--- config.mk ---
export PLATFORM = sky130hd
export DESIGN_NAME = bitcode_block_size_scanner
export DESIGN_NICKNAME = d
export VERILOG_FILES = /design/src/design/bbs_pkg.sv /design/src/design/bbs_front.sv /design/src/design/bbs_queue.sv /design/src/design/bbs_back.sv /design/src/design/bitcode_block_size_scanner.sv
export SDC_FILE = /design/constraint.sdc
export NUM_CORES = 1
export LEC_CHECK = 0
export BUFFER_PORTS_ARGS = -buffer_cell sky130_fd_sc_hd__buf_2
export CORE_MARGIN = 2
export CORE_UTILIZATION = 50
export CTS_CLUSTER_SIZE = 16
export DETAILED_ROUTE_END_ITERATION = 10
export GPL_TIMING_DRIVEN = 0
export PLACE_DENSITY = 0.64
export SETUP_SLACK_MARGIN = 0.4
export SYNTH_ARGS = -nofsm -noshare
export SYNTH_HDL_FRONTEND = slang
export SYNTH_SLANG_ARGS = --single-unit
--- constraint.sdc ---
create_clock -name clk -period 21.8 [get_ports clk]
set_input_delay 2.18 -clock clk [delete_from_list [all_inputs] [get_ports clk]]
set_output_delay 2.18 -clock clk [all_outputs]
set_load 0.005 [all_outputs]
--- src/design/bbs_pkg.sv ---
`timescale 1ns / 1ps
// ----------------------------------------------------------------------------
// bbs_pkg
// Shared types and constants for the bitcode block size scanner.
// ----------------------------------------------------------------------------
package bbs_pkg;

	localparam logic [31:0] MAGIC_WORD = 32'hDEC0_4342;

	localparam int QDEPTH = 4;
	localparam int QAW    = $clog2(QDEPTH);

	typedef struct packed {
		logic [31:0] data_word;
		logic        first_word;
	} word_t;

	typedef struct packed {
		logic [31:0] used_bytes;
		logic [2:0]  stop_reason;
	} result_t;

	// word after front-end classification
	typedef struct packed {
		logic [31:0] data_word;
		logic        first_word;
		logic        is_magic;
		logic        is_zero;
		logic        vbr_end;    // a chunk without continue bit exists
		logic        vbr_nz;     // nonzero data bits up to and including the end chunk
	} cls_t;

	typedef enum logic [2:0] {
		PH_IDLE   = 3'd0,
		PH_BLOCK  = 3'd1,
		PH_VBR    = 3'd2,
		PH_LENGTH = 3'd3,
		PH_SKIP   = 3'd4,
		PH_DONE   = 3'd5
	} phase_t;

	localparam logic [2:0] RSN_NOT_BC   = 3'd0;
	localparam logic [2:0] RSN_MAGIC    = 3'd1;
	localparam logic [2:0] RSN_ZERO_VBR = 3'd2;
	localparam logic [2:0] RSN_ZERO_LEN = 3'd3;
	localparam logic [2:0] RSN_LEN_BIG  = 3'd4;
	localparam logic [2:0] RSN_BUF_END  = 3'd5;

endpackage

--- src/design/bbs_front.sv ---
`timescale 1ns / 1ps
// ----------------------------------------------------------------------------
// bbs_front
// Takes input words and classifies them (magic, zero, VBR chunk scan).
// ----------------------------------------------------------------------------
module bbs_front (
	input  logic          clk,
	input  logic          arst_n,
	input  logic          word_valid,
	output logic          word_stall,
	input  bbs_pkg::word_t word,
	output logic          cls_valid,
	input  logic          cls_ready,
	output bbs_pkg::cls_t cls
);

	bbs_pkg::cls_t cls_c;
	bbs_pkg::cls_t cls_s1;
	logic          valid_s1;
	logic          done_c;
	logic          nz_c;
	logic [3:0]    chunk;

	// chunks are scanned LSB first; only chunks up to the first one
	// without a continue bit count toward the value
	always_comb begin
		done_c = 1'b0;
		nz_c   = 1'b0;
		chunk  = 4'd0;
		for (int k = 0; k < 8; k++) begin
			chunk = word.data_word[4*k +: 4];
			if (!done_c) begin
				if (chunk[2:0] != 3'd0) nz_c = 1'b1;
				if (!chunk[3]) done_c = 1'b1;
			end
		end
		cls_c.data_word  = word.data_word;
		cls_c.first_word = word.first_word;
		cls_c.is_magic   = (word.data_word == bbs_pkg::MAGIC_WORD);
		cls_c.is_zero    = (word.data_word == 32'd0);
		cls_c.vbr_end    = done_c;
		cls_c.vbr_nz     = nz_c;
	end

	assign word_stall = valid_s1 && !cls_ready;

	always_ff @(posedge clk or negedge arst_n) begin
		if (!arst_n) begin
			valid_s1 <= 1'b0;
		end else if (!word_stall) begin
			valid_s1 <= word_valid;
		end
	end

	always_ff @(posedge clk) begin
		if (word_valid && !word_stall) begin
			cls_s1 <= cls_c;
		end
	end

	assign cls_valid = valid_s1;
	assign cls       = cls_s1;

endmodule

--- src/design/bbs_queue.sv ---
`timescale 1ns / 1ps
// ----------------------------------------------------------------------------
// bbs_queue
// Short FIFO of classified words between front and back end.
// ----------------------------------------------------------------------------
module bbs_queue (
	input  logic          clk,
	input  logic          arst_n,
	input  logic          wr_valid,
	output logic          wr_ready,
	input  bbs_pkg::cls_t wr_data,
	output logic          rd_valid,
	input  logic          rd_pop,
	output bbs_pkg::cls_t rd_data
);

	bbs_pkg::cls_t                mem_q [bbs_pkg::QDEPTH];
	logic [bbs_pkg::QAW-1:0]      wr_ptr_q;
	logic [bbs_pkg::QAW-1:0]      rd_ptr_q;
	logic [bbs_pkg::QAW:0]        count_q;
	logic                         push;
	logic                         pop;

	assign wr_ready = (count_q != (bbs_pkg::QAW+1)'(bbs_pkg::QDEPTH));
	assign rd_valid = (count_q != '0);
	assign push     = wr_valid && wr_ready;
	assign pop      = rd_pop && rd_valid;
	assign rd_data  = mem_q[rd_ptr_q];

	always_ff @(posedge clk or negedge arst_n) begin
		if (!arst_n) begin
			wr_ptr_q <= '0;
			rd_ptr_q <= '0;
			count_q  <= '0;
		end else begin
			if (push) wr_ptr_q <= wr_ptr_q + 1'b1;
			if (pop) rd_ptr_q <= rd_ptr_q + 1'b1;
			if (push && !pop) begin
				count_q <= count_q + 1'b1;
			end else if (pop && !push) begin
				count_q <= count_q - 1'b1;
			end
		end
	end

	always_ff @(posedge clk) begin
		if (push) begin
			mem_q[wr_ptr_q] <= wr_data;
		end
	end

`ifndef NO_ASSERTIONS
	a_count_bound: assert property (@(posedge clk) disable iff (!arst_n)
		count_q <= (bbs_pkg::QAW+1)'(bbs_pkg::QDEPTH))
		else $error("queue count beyond depth");
`endif

endmodule

--- src/design/bbs_back.sv ---
`timescale 1ns / 1ps
// ----------------------------------------------------------------------------
// bbs_back
// Scan sequencer: walks blocks word by word and registers the result.
// ----------------------------------------------------------------------------
module bbs_back (
	input  logic            clk,
	input  logic            arst_n,
	input  logic            cfg_we,
	input  logic [31:0]     cfg_data,
	input  logic            item_valid,
	output logic            item_pop,
	input  bbs_pkg::cls_t   item,
	output logic            result_valid,
	input  logic            result_stall,
	output bbs_pkg::result_t result
);

	bbs_pkg::phase_t  phase_q, phase_d;
	logic [31:0]      offset_q, offset_d;
	logic [31:0]      skip_q, skip_d;
	logic             allz_q, allz_d;
	logic [31:0]      buf_bytes_q;
	logic             out_valid_q;
	bbs_pkg::result_t out_q;

	logic             stop;
	logic [2:0]       rsn;
	logic [31:0]      used;
	logic [31:0]      off_n;
	logic [31:0]      left;
	logic [31:0]      skn;
	logic             az;
	logic             check_end;

	assign item_pop = item_valid && (!out_valid_q || !result_stall);
	assign off_n    = offset_q + 32'd4;
	assign left     = (off_n <= buf_bytes_q) ? (buf_bytes_q - off_n) : 32'd0;
	assign skn      = (skip_q != 32'd0) ? (skip_q - 32'd1) : 32'd0;

	always_comb begin
		phase_d   = phase_q;
		offset_d  = offset_q;
		skip_d    = skip_q;
		allz_d    = allz_q;
		stop      = 1'b0;
		rsn       = bbs_pkg::RSN_NOT_BC;
		used      = 32'd0;
		check_end = 1'b0;
		az        = allz_q;
		if (item.first_word) begin
			skip_d = 32'd0;
			allz_d = 1'b1;
			if (buf_bytes_q < 32'd4 || !item.is_magic) begin
				offset_d = 32'd0;
				stop     = 1'b1;
			end else begin
				offset_d  = 32'd4;
				phase_d   = bbs_pkg::PH_BLOCK;
				check_end = 1'b1;
			end
		end else begin
			unique case (phase_q)
				bbs_pkg::PH_BLOCK, bbs_pkg::PH_VBR: begin
					if (phase_q == bbs_pkg::PH_BLOCK && offset_q > 32'd4 && item.is_magic) begin
						stop = 1'b1;
						rsn  = bbs_pkg::RSN_MAGIC;
						used = offset_q;
					end else begin
						az       = ((phase_q == bbs_pkg::PH_BLOCK) || allz_q) && !item.vbr_nz;
						allz_d   = az;
						offset_d = off_n;
						if (item.vbr_end && az) begin
							stop = 1'b1;
							rsn  = bbs_pkg::RSN_ZERO_VBR;
							used = off_n;
						end else begin
							phase_d   = item.vbr_end ? bbs_pkg::PH_LENGTH : bbs_pkg::PH_VBR;
							check_end = 1'b1;
						end
					end
				end
				bbs_pkg::PH_LENGTH: begin
					offset_d = off_n;
					if (item.is_zero) begin
						stop = 1'b1;
						rsn  = bbs_pkg::RSN_ZERO_LEN;
						used = off_n;
					end else if ({item.data_word, 2'b00} > {2'b00, left}) begin
						stop = 1'b1;
						rsn  = bbs_pkg::RSN_LEN_BIG;
						used = off_n;
					end else begin
						skip_d  = item.data_word;
						phase_d = bbs_pkg::PH_SKIP;
					end
				end
				bbs_pkg::PH_SKIP: begin
					offset_d = off_n;
					skip_d   = skn;
					if (skn == 32'd0) begin
						phase_d   = bbs_pkg::PH_BLOCK;
						check_end = 1'b1;
					end
				end
				default: begin
				end
			endcase
		end
		// no room for another word: stop right away
		if (check_end && ({1'b0, offset_d} + 33'd4 > {1'b0, buf_bytes_q})) begin
			stop = 1'b1;
			rsn  = bbs_pkg::RSN_BUF_END;
			used = offset_d;
		end
		if (stop) phase_d = bbs_pkg::PH_DONE;
	end

	always_ff @(posedge clk or negedge arst_n) begin
		if (!arst_n) begin
			phase_q     <= bbs_pkg::PH_IDLE;
			offset_q    <= 32'd0;
			skip_q      <= 32'd0;
			allz_q      <= 1'b1;
			buf_bytes_q <= 32'd4;
			out_valid_q <= 1'b0;
		end else begin
			if (cfg_we) buf_bytes_q <= cfg_data;
			if (item_pop) begin
				phase_q  <= phase_d;
				offset_q <= offset_d;
				skip_q   <= skip_d;
				allz_q   <= allz_d;
			end
			if (item_pop && stop) begin
				out_valid_q <= 1'b1;
			end else if (!result_stall) begin
				out_valid_q <= 1'b0;
			end
		end
	end

	always_ff @(posedge clk) begin
		if (item_pop && stop) begin
			out_q.used_bytes  <= used;
			out_q.stop_reason <= rsn;
		end
	end

	assign result_valid = out_valid_q;
	assign result       = out_q;

`ifndef NO_ASSERTIONS
	a_result_done: assert property (@(posedge clk) disable iff (!arst_n)
		$rose(out_valid_q) |-> phase_q == bbs_pkg::PH_DONE)
		else $error("result raised without scan stop");
	a_skip_nonzero: assert property (@(posedge clk) disable iff (!arst_n)
		phase_q == bbs_pkg::PH_SKIP |-> skip_q != 32'd0)
		else $error("skip phase with empty skip count");
	a_idle_offset: assert property (@(posedge clk) disable iff (!arst_n)
		phase_q == bbs_pkg::PH_IDLE |-> offset_q == 32'd0 && allz_q)
		else $error("idle phase with stale scan state");
`endif

endmodule

--- src/design/bitcode_block_size_scanner.sv ---
`timescale 1ns / 1ps
// ----------------------------------------------------------------------------
// bitcode_block_size_scanner
// Finds how many bytes of a word stream the wrapped bitcode occupies.
// ----------------------------------------------------------------------------
// Usage:
//  - word channel (word_valid / word_stall / word): one little-endian 32-bit
//    buffer word per transfer; first_word set on the first word of a buffer.
//  - result channel (result_valid / result_stall / result): at most one
//    result per buffer, sent when the scan stops.
//  - cfg channel (cfg_valid / cfg_ready / cfg_data): buffer length in bytes;
//    cfg_ready is always high. Write only while the block is idle.
//  - Throughput: one word per cycle while word_stall is low. A result becomes
//    valid once the word that ends the scan has passed the front register,
//    the queue and the back-end result register.
//  - A four-entry queue decouples the front end from the scan sequencer; the
//    sequencer holds off while a result sits stalled in its output register,
//    and word_stall rises once the queue and front register fill up.
//  - Reset clears the scan to idle and the buffer length to 4; words before
//    a first word or after a stop are dropped without a result.
// ----------------------------------------------------------------------------
module bitcode_block_size_scanner (
	input  logic             clk,
	input  logic             arst_n,
	input  logic             word_valid,
	output logic             word_stall,
	input  bbs_pkg::word_t   word,
	output logic             result_valid,
	input  logic             result_stall,
	output bbs_pkg::result_t result,
	input  logic             cfg_valid,
	output logic             cfg_ready,
	input  logic [31:0]      cfg_data
);

	logic          cls_valid;
	logic          cls_ready;
	bbs_pkg::cls_t cls;
	logic          q_valid;
	logic          q_pop;
	bbs_pkg::cls_t q_data;

	assign cfg_ready = 1'b1;

	bbs_front u_front (
		.clk        (clk),
		.arst_n     (arst_n),
		.word_valid (word_valid),
		.word_stall (word_stall),
		.word       (word),
		.cls_valid  (cls_valid),
		.cls_ready  (cls_ready),
		.cls        (cls)
	);

	bbs_queue u_queue (
		.clk      (clk),
		.arst_n   (arst_n),
		.wr_valid (cls_valid),
		.wr_ready (cls_ready),
		.wr_data  (cls),
		.rd_valid (q_valid),
		.rd_pop   (q_pop),
		.rd_data  (q_data)
	);

	bbs_back u_back (
		.clk          (clk),
		.arst_n       (arst_n),
		.cfg_we       (cfg_valid && cfg_ready),
		.cfg_data     (cfg_data),
		.item_valid   (q_valid),
		.item_pop     (q_pop),
		.item         (q_data),
		.result_valid (result_valid),
		.result_stall (result_stall),
		.result       (result)
	);

endmodule

==> results of run 1 <==
-- worst register-to-register path: cells and delay by family, from the launching register on --
kind	cells	cell delay [ns]
fa+ha+maj	3	0.86
compound gates	10	1.86
simple gates	14	4.03
buf+inv	5	1.65
flops	1	0.45
xor+xnor	1	0.21
-- flip-flops by register name (all words and copies together) (netlist names) --
name / flops
u_queue.rd_ptr_q: 2
u_back.result_valid: 1
u_front.cls_valid: 1
u_back.allz_q: 1
u_queue.mem_q: 148
u_front.cls: 37
u_queue.wr_ptr_q: 2
u_queue.count_q: 3
u_back.buf_bytes_q: 32
u_back.offset_q: 32
u_back.phase_q: 3
u_back.skip_q: 32
u_back.result: 35
-- cells in the final DEF (no fill, tap or decap), types with 9 or more instances in the layout --
cell type / n
and2_1: 9
o21ai_0: 134
nand3_1: 41
inv_1: 74
o22ai_1: 34
nand4_1: 39
a21o_1: 18
nor2_1: 126
o211ai_1: 16
a21oi_1: 124
mux4_2: 36
a31oi_1: 18
a22oi_1: 12
nor2b_1: 9
ha_1: 103
nor3_1: 54
clkbuf_16: 38
edfxtp_1: 220
clkbuf_1: 86
dfrtp_1: 107
and3_1: 13
mux2i_1: 9
o31ai_1: 41
nor4_1: 40
buf_2: 122
xor2_1: 32
buf_1: 13
xnor2_1: 77
or4_1: 11
nand2_1: 198
or3_1: 19
a211oi_1: 12
-- cells in the mapped netlist, types with 17 or more instances --
library cell and number:
a31oi_1 18, nand3_1 41, inv_1 75, o22ai_1 34, buf_2 17, a21oi_1 124
ha_1 103, nand4_1 39, a21o_1 18, nor3_1 54, nor4_1 41, nor2_1 126
or3_1 19, nand2_1 198, edfxtp_1 220, xor2_1 32, o21ai_0 134, o31ai_1 41
mux4_2 36, clkbuf_1 78, xnor2_1 77, dfrtp_1 107
-- per-layer routing --
metal / vias to the layer above / global-route usage (%) / part of all wire [%] / wire length [um]
met5: - / 0 / 0 / 0
met4: 0 / 10.3 / 3.3 / 2090
met3: 111 / 6.10 / 9.4 / 6030
met2: 864 / 45.2 / 43 / 27200
met1: 8082 / 47.3 / 45 / 28700
li1: 7521 / - / - / -
-- path summary, 6_finish.rpt --
kind | from | end | slack (ns) | depth (start not counted)
min in group asynchronous | arst_n | u_back.skip_q[20] | 1.49 | 1
max in group asynchronous | arst_n | u_back.buf_bytes_q[2] | 19.49 | 2
worst min register to register | u_front.cls[2] | u_queue.mem_q[3][2] | 0.49 | 0
worst max register to register | u_back.offset_q[2] | u_back.result[34] | 12.41 | 33
worst max-delay path | u_back.offset_q[2] | u_back.result[34] | 12.41 | 33
worst min-delay path | u_front.cls[2] | u_queue.mem_q[3][2] | 0.49 | 0
-- cell families after synthesis --
group	synth area share (%)
AO/OA/AOI/OAI	15.9
adder cells (fa/ha/maj)	6.75
other	0.0190
multiplexers	4.69
XOR/XNOR	4.85
buffers and inverters	3.98
flip-flops	47.4
AND/OR/NAND/NOR	16.4
-- report_power, final --
group | switching, mW | total (mW) | internal (mW) | leakage (nW)
Combinational | 0.867 | 1.28 | 0.414 | 4.21
Clock | 0.265 | 0.613 | 0.348 | 0.572
Sequential | 0.0731 | 0.918 | 0.844 | 3.46
-- area by class of cell --
type	instances	area (um^2)
sequential	329	9340
inverter	75	282
clock inverter	24	200
clock buffer	46	981
multi-input combinational	1391	9600
timing repair buffer	112	664
tap	518	648
fill	3394	16500
buffer	116	503
-- stage by stage --
step | area [um^2] | hold WS [ns]
after floorplan | 19700 | 0.459
after global placement | 20900 | 0.472
after detailed placement | 21000 | 0.476
after CTS | 22200 | 0.496
after global routing | 22200 | 0.520
final | 22200 | 0.494
==> impl_metrics.py, run 1 <==
metrics = {
    "clock_network": {
        "htreeDepth": 2,
        "cts_setup_buffers": 0,
        "clk_latency_ns": 0.57,
        "clk_path_buf_depth": 3,
        "holdBufCountCts": 0,
        "path_clk_slew_ns": 0.06,
        "clock-root-buffer": "clkbuf_16",
        "post_cts_resized": 0,
        "cts.sinks": 329,
        "cts_tree": "done",
        "cts_buffers": 38,
    },
    "placement": {
        "io_buffers": 105,
        "dpl_worst_slack_ns": 12.69,
        "gp_congestion": 0.977,
        "dp_hpwl_um": 48400,
        "dp.cells": 2541,
    },
    "logic_synthesis": {
        "synth_area_um2": 19700,
        "ys_ff_latch": 329,
        "synth_top_area_cell": "edfxtp_1",
        "synth_top_cell_area_share_pct": 33.5,
        "synth_edf_count": 220,
        "synthArstFlopShare_pct": 33.1,
        "yosysUniqueCellTypes": 89,
        "synth-main-ff-cell": "edfxtp_1",
        "synthTopCellsByArea": "edfxtp_1 (34%), dfrtp_1 (14%), ha_1 (6.5%), mux4_2 (4.1%), nand2_1 (3.8%)",
        "syn_avg_cell_area_um2": 10.3,
        "syn_nets": 2086,
        "synth_warnings": 0,
        "netlist_instances": 1911,
        "ys_seq_area_share_pct": 47.4,
    },
    "route": {
        "wl_per_cell_um": 24.5,
        "drtIter0Drc": 1780,
        "post-route-drc-count": 0,
        "viasPerCell": 6.35,
        "totalWireLength_um": 64100,
        "drtAntennaViolNets": 0,
        "via_count": 16578,
        "drt_pass1_iterations": 5,
    },
    "critical_path": {
        "cp_top_family": "simple AND/OR/NAND/NOR gates",
        "end_kind": "flip-flop",
        "cp-start-kind": "flip-flop",
        "critPathArrivalTime_ns": 9.63,
        "crit_buf_inv": 5,
        "crit_slowest_cell": "nor4_1",
        "worst-path-max-fanout": 10,
        "crit_type": "flip-flop to flip-flop",
        "cpPeakStageDelay_ns": 0.61,
        "critical_path_required_ns": 22.04,
    },
    "timing": {
        "finalCriticalPeriod_ns": 9.39,
        "skew_ns": 0.0287,
        "rsz0062_at_grt": "false",
        "tns_ns": 0,
        "relSlewSlack_pct": 17.0,
        "setup_viol": 0,
        "fin_crit_sh_pct": 43.1,
        "fin_ws_ns": 12.41,
        "worst_slew_pin_slew_ns": 1.23,
        "slew_viol_final": 0,
        "fmaxAchievable_mhz": 107,
        "hold_violations": 0,
    },
    "global_routing": {
        "first_global_vias": 15686,
        "grt_pass1_wl_um": 96600,
        "antenna_found_initial": 0,
        "grtUsageTotal_pct": 31.3,
        "grt_max_degree": 83,
        "gr-total-overflow": 0,
    },
    "cells_and_area": {
        "final_util_pct": 57.3,
        "final_cells": 2611,
        "areaGrowthSynthToFinish_pct": 12.8,
        "final_layout_size_suffix_gt1_share_pct": 13.2,
        "nets": 2238,
        "diodes": 0,
    },
    "pwr": {
        "leakagePower_nw": 8.24,
        "irDropWorstVdd_v": 0.0000986,
        "power.density_nw_per_um2": 127,
        "total_power_mw": 2.81,
    },
    "die": {
        "dieArea_um2": 41000,
        "die_w_um": 202,
        "fp.dieH_um": 202,
        "initial_core_util_pct": 50.8,
        "ios": 108,
        "core_um2": 38700,
        "num_rows": 72,
    },
    "min_path": {
        "min_path_type": "flip-flop to flip-flop",
    },
    "run_status": {
        "status": "completed",
    },
    "flow_run": {
        "max_cap_viol_count": 0,
    },
}
Power figures use the tool's default switching activity.
==> inputs of run 2 (changes only) <==
PLACE_DENSITY = 0.67   (was 0.64)
clock period = 7.6 ns   (was 21.8 ns; I/O delays follow)
==> impl_metrics.py, run 2 (synthesis gave the netlist of run 1 again) <==
metrics = {
    "critical_path": {
        "worst-path-max-fanout": 8,
        "critPathArrivalTime_ns": 7.36,
        "cp-start-kind": "flip-flop",
        "r2r_slack_ns": 0.51,
        "rr_worst_depth": 26,
        "end_kind": "flip-flop",
        "crit_type": "flip-flop to flip-flop",
        "r2r_end": "u_back.result[4]",
        "reg2reg_from": "u_back.offset_q[3]",
        "critical_path_required_ns": 7.87,
    },
    "die": {
        "die_w_um": 202,
        "fp.dieH_um": 202,
        "core_um2": 38700,
        "ios": 108,
        "num_rows": 72,
        "dieArea_um2": 41000,
        "initial_core_util_pct": 50.8,
    },
    "min_path": {
        "min_path_type": "input port to asynchronous set/reset pin",
    },
    "cells_and_area": {
        "top_register": "u_queue.mem_q",
        "final_common_cell": "edfxtp_1",
        "final_layout_size_suffix_gt1_share_pct": 18.7,
        "areaGrowthSynthToFinish_pct": 17.6,
        "layout.cells.most_common_list": "edfxtp_1 (220), nand2_1 (196), o21ai_0 (130)",
        "nets": 2271,
        "finalInstanceArea_um2": 23200,
        "largest_reg_flops": 148,
        "nFillCells": 3357,
        "final_util_pct": 59.8,
        "diodes": 0,
    },
    "timing": {
        "worst_slew_pin_slew_ns": 1.20,
        "skew_ns": 0.0363,
        "fin_crit_sh_pct": 93.3,
        "fmaxAchievable_mhz": 141,
        "rsz0062_at_grt": "false",
        "relSlewSlack_pct": 19.0,
        "slew_viol_final": 0,
        "finalCriticalPeriod_ns": 7.09,
        "hold_violations": 0,
        "setup_viol": 0,
    },
    "flow_run": {
        "max_cap_viol_count": 0,
    },
    "clock_network": {
        "holdBufCountCts": 0,
        "clk_latency_ns": 0.59,
        "cts_buffers": 38,
        "clock-root-buffer": "clkbuf_16",
        "clk_path_buf_depth": 3,
        "htreeDepth": 2,
        "path_clk_slew_ns": 0.06,
        "cts.sinks": 329,
        "cts_tree": "done",
    },
    "route": {
        "drt_pass1_iterations": 6,
        "drtIter0Drc": 1927,
        "post-route-drc-count": 0,
        "drtAntennaViolNets": 0,
        "wl_per_cell_um": 24.2,
        "totalWireLength_um": 63900,
        "viasPerCell": 6.33,
        "via_count": 16738,
    },
    "pwr": {
        "leakagePower_nw": 8.68,
        "irDropWorstVdd_v": 0.000258,
        "power.density_nw_per_um2": 364,
        "total_power_mw": 8.42,
    },
    "global_routing": {
        "grt_pass1_wl_um": 96200,
        "grtUsageTotal_pct": 31.3,
        "first_global_vias": 15938,
        "gr-total-overflow": 0,
        "antenna_found_initial": 0,
        "grt_max_degree": 86,
    },
    "placement": {
        "io_buffers": 105,
        "gp_congestion": 1.00,
        "dp_hpwl_um": 47600,
        "place_area_um2": 21000,
    },
    "run_status": {
        "status": "completed",
    },
}
-- run 2: cell types whose count changed in the layout (fill, tap and decap cells not counted), moves of 5 or more --
cell      before  now
xor2_2         0    6
nor3_1        54   46
nor2_2         0    6
xor2_1        32   26
clkbuf_1      86   63
nor4_1        40   34
nor2_1       126  117
ha_1         103   98
clkbuf_4       0    7
clkbuf_2       1   14
buf_2        122  117
buf_4          2   36
clkbuf_8       0    5
-- run 2: timing repair --
item,CTS,global route
pin swaps,8,16
setup buffers,16,17
gates resized for setup,58,88
gates cloned,1,0
hold endpoints to repair,0,0
setup endpoints to repair,105,105
-- run 2: stage by stage --
stage          hold WS, ns  instances  setup WS (ns)  TNS [ns]
2_1_floorplan        0.459       1911          0.716         0
3_3_place_gp         0.471       2534          -1.45   -119.88
3_5_place_dp         0.484       2540          -1.55   -127.59
4_1_cts             0.0208       2627          0.433         0
5_1_grt             0.0343       2644          0.371         0
6_report            0.0303       2644          0.508         0
-- run 2: layer usage --
metal  up-vias  part of all wire [%]  global-route usage [%]
li1       7570                     -                       -
met1      8102                    44                    45.5
met2       896                    42                    44.1
met3       170                   9.8                    7.35
met4         0                   4.8                    14.8
met5         -                     0                       0
-- run 2: area by class of cell --
cell class,instances,area [um^2],share of cell area [%]
Tap cell,518,648,2.80
Timing Repair Buffer,144,932,4.02
Buffer,116,577,2.49
Inverter,75,285,1.23
Clock inverter,24,299,1.29
Timing Repair inverter,1,7.51,0.0324
Sequential cell,329,9340,40.3
Clock buffer,46,1020,4.41
Multi-Input combinational cell,1391,10100,43.4
-- run 2: critical path, cell delays in order, from the launching register on --
cell and delay (ns):
dfrtp_1 0.35, buf_2 0.25, inv_1 0.10, ha_1 0.18, a31oi_1 0.46, nor4_4 0.12, o21ai_1 0.76, a32o_2 0.27
or3b_1 0.35, buf_2 0.17, or3_1 0.33, buf_6 0.16, nor4_4 0.36, nand3_2 0.18, nor2_1 0.16, xnor2_1 0.08
ha_1 0.31, nand4_1 0.18, nor3_4 0.35, o211ai_1 0.13, a21oi_1 0.28, nor3_1 0.08, nor4_1 0.37, a21oi_2 0.18
a21o_4 0.33, clkinvlp_4 0.09, buf_4 0.20
-- run 2: worst max-delay path by stage --
stage,start,cells after the start,end
global placement,u_back.offset_q[7],29,u_back.result[34]
finish,u_back.offset_q[3],26,u_back.result[4]
global route,u_back.offset_q[16],24,u_back.result[4]
floorplan,u_back.offset_q[2],30,u_back.result[0]
CTS,u_back.offset_q[4],32,u_back.result[4]
detailed placement,u_back.offset_q[2],31,u_back.result[31]
-- run 2: power breakdown --
part	internal (mW)	switching, mW	total (mW)
registers	2.42	0.204	2.62
clock network	1.12	0.808	1.92
logic	1.31	2.57	3.88
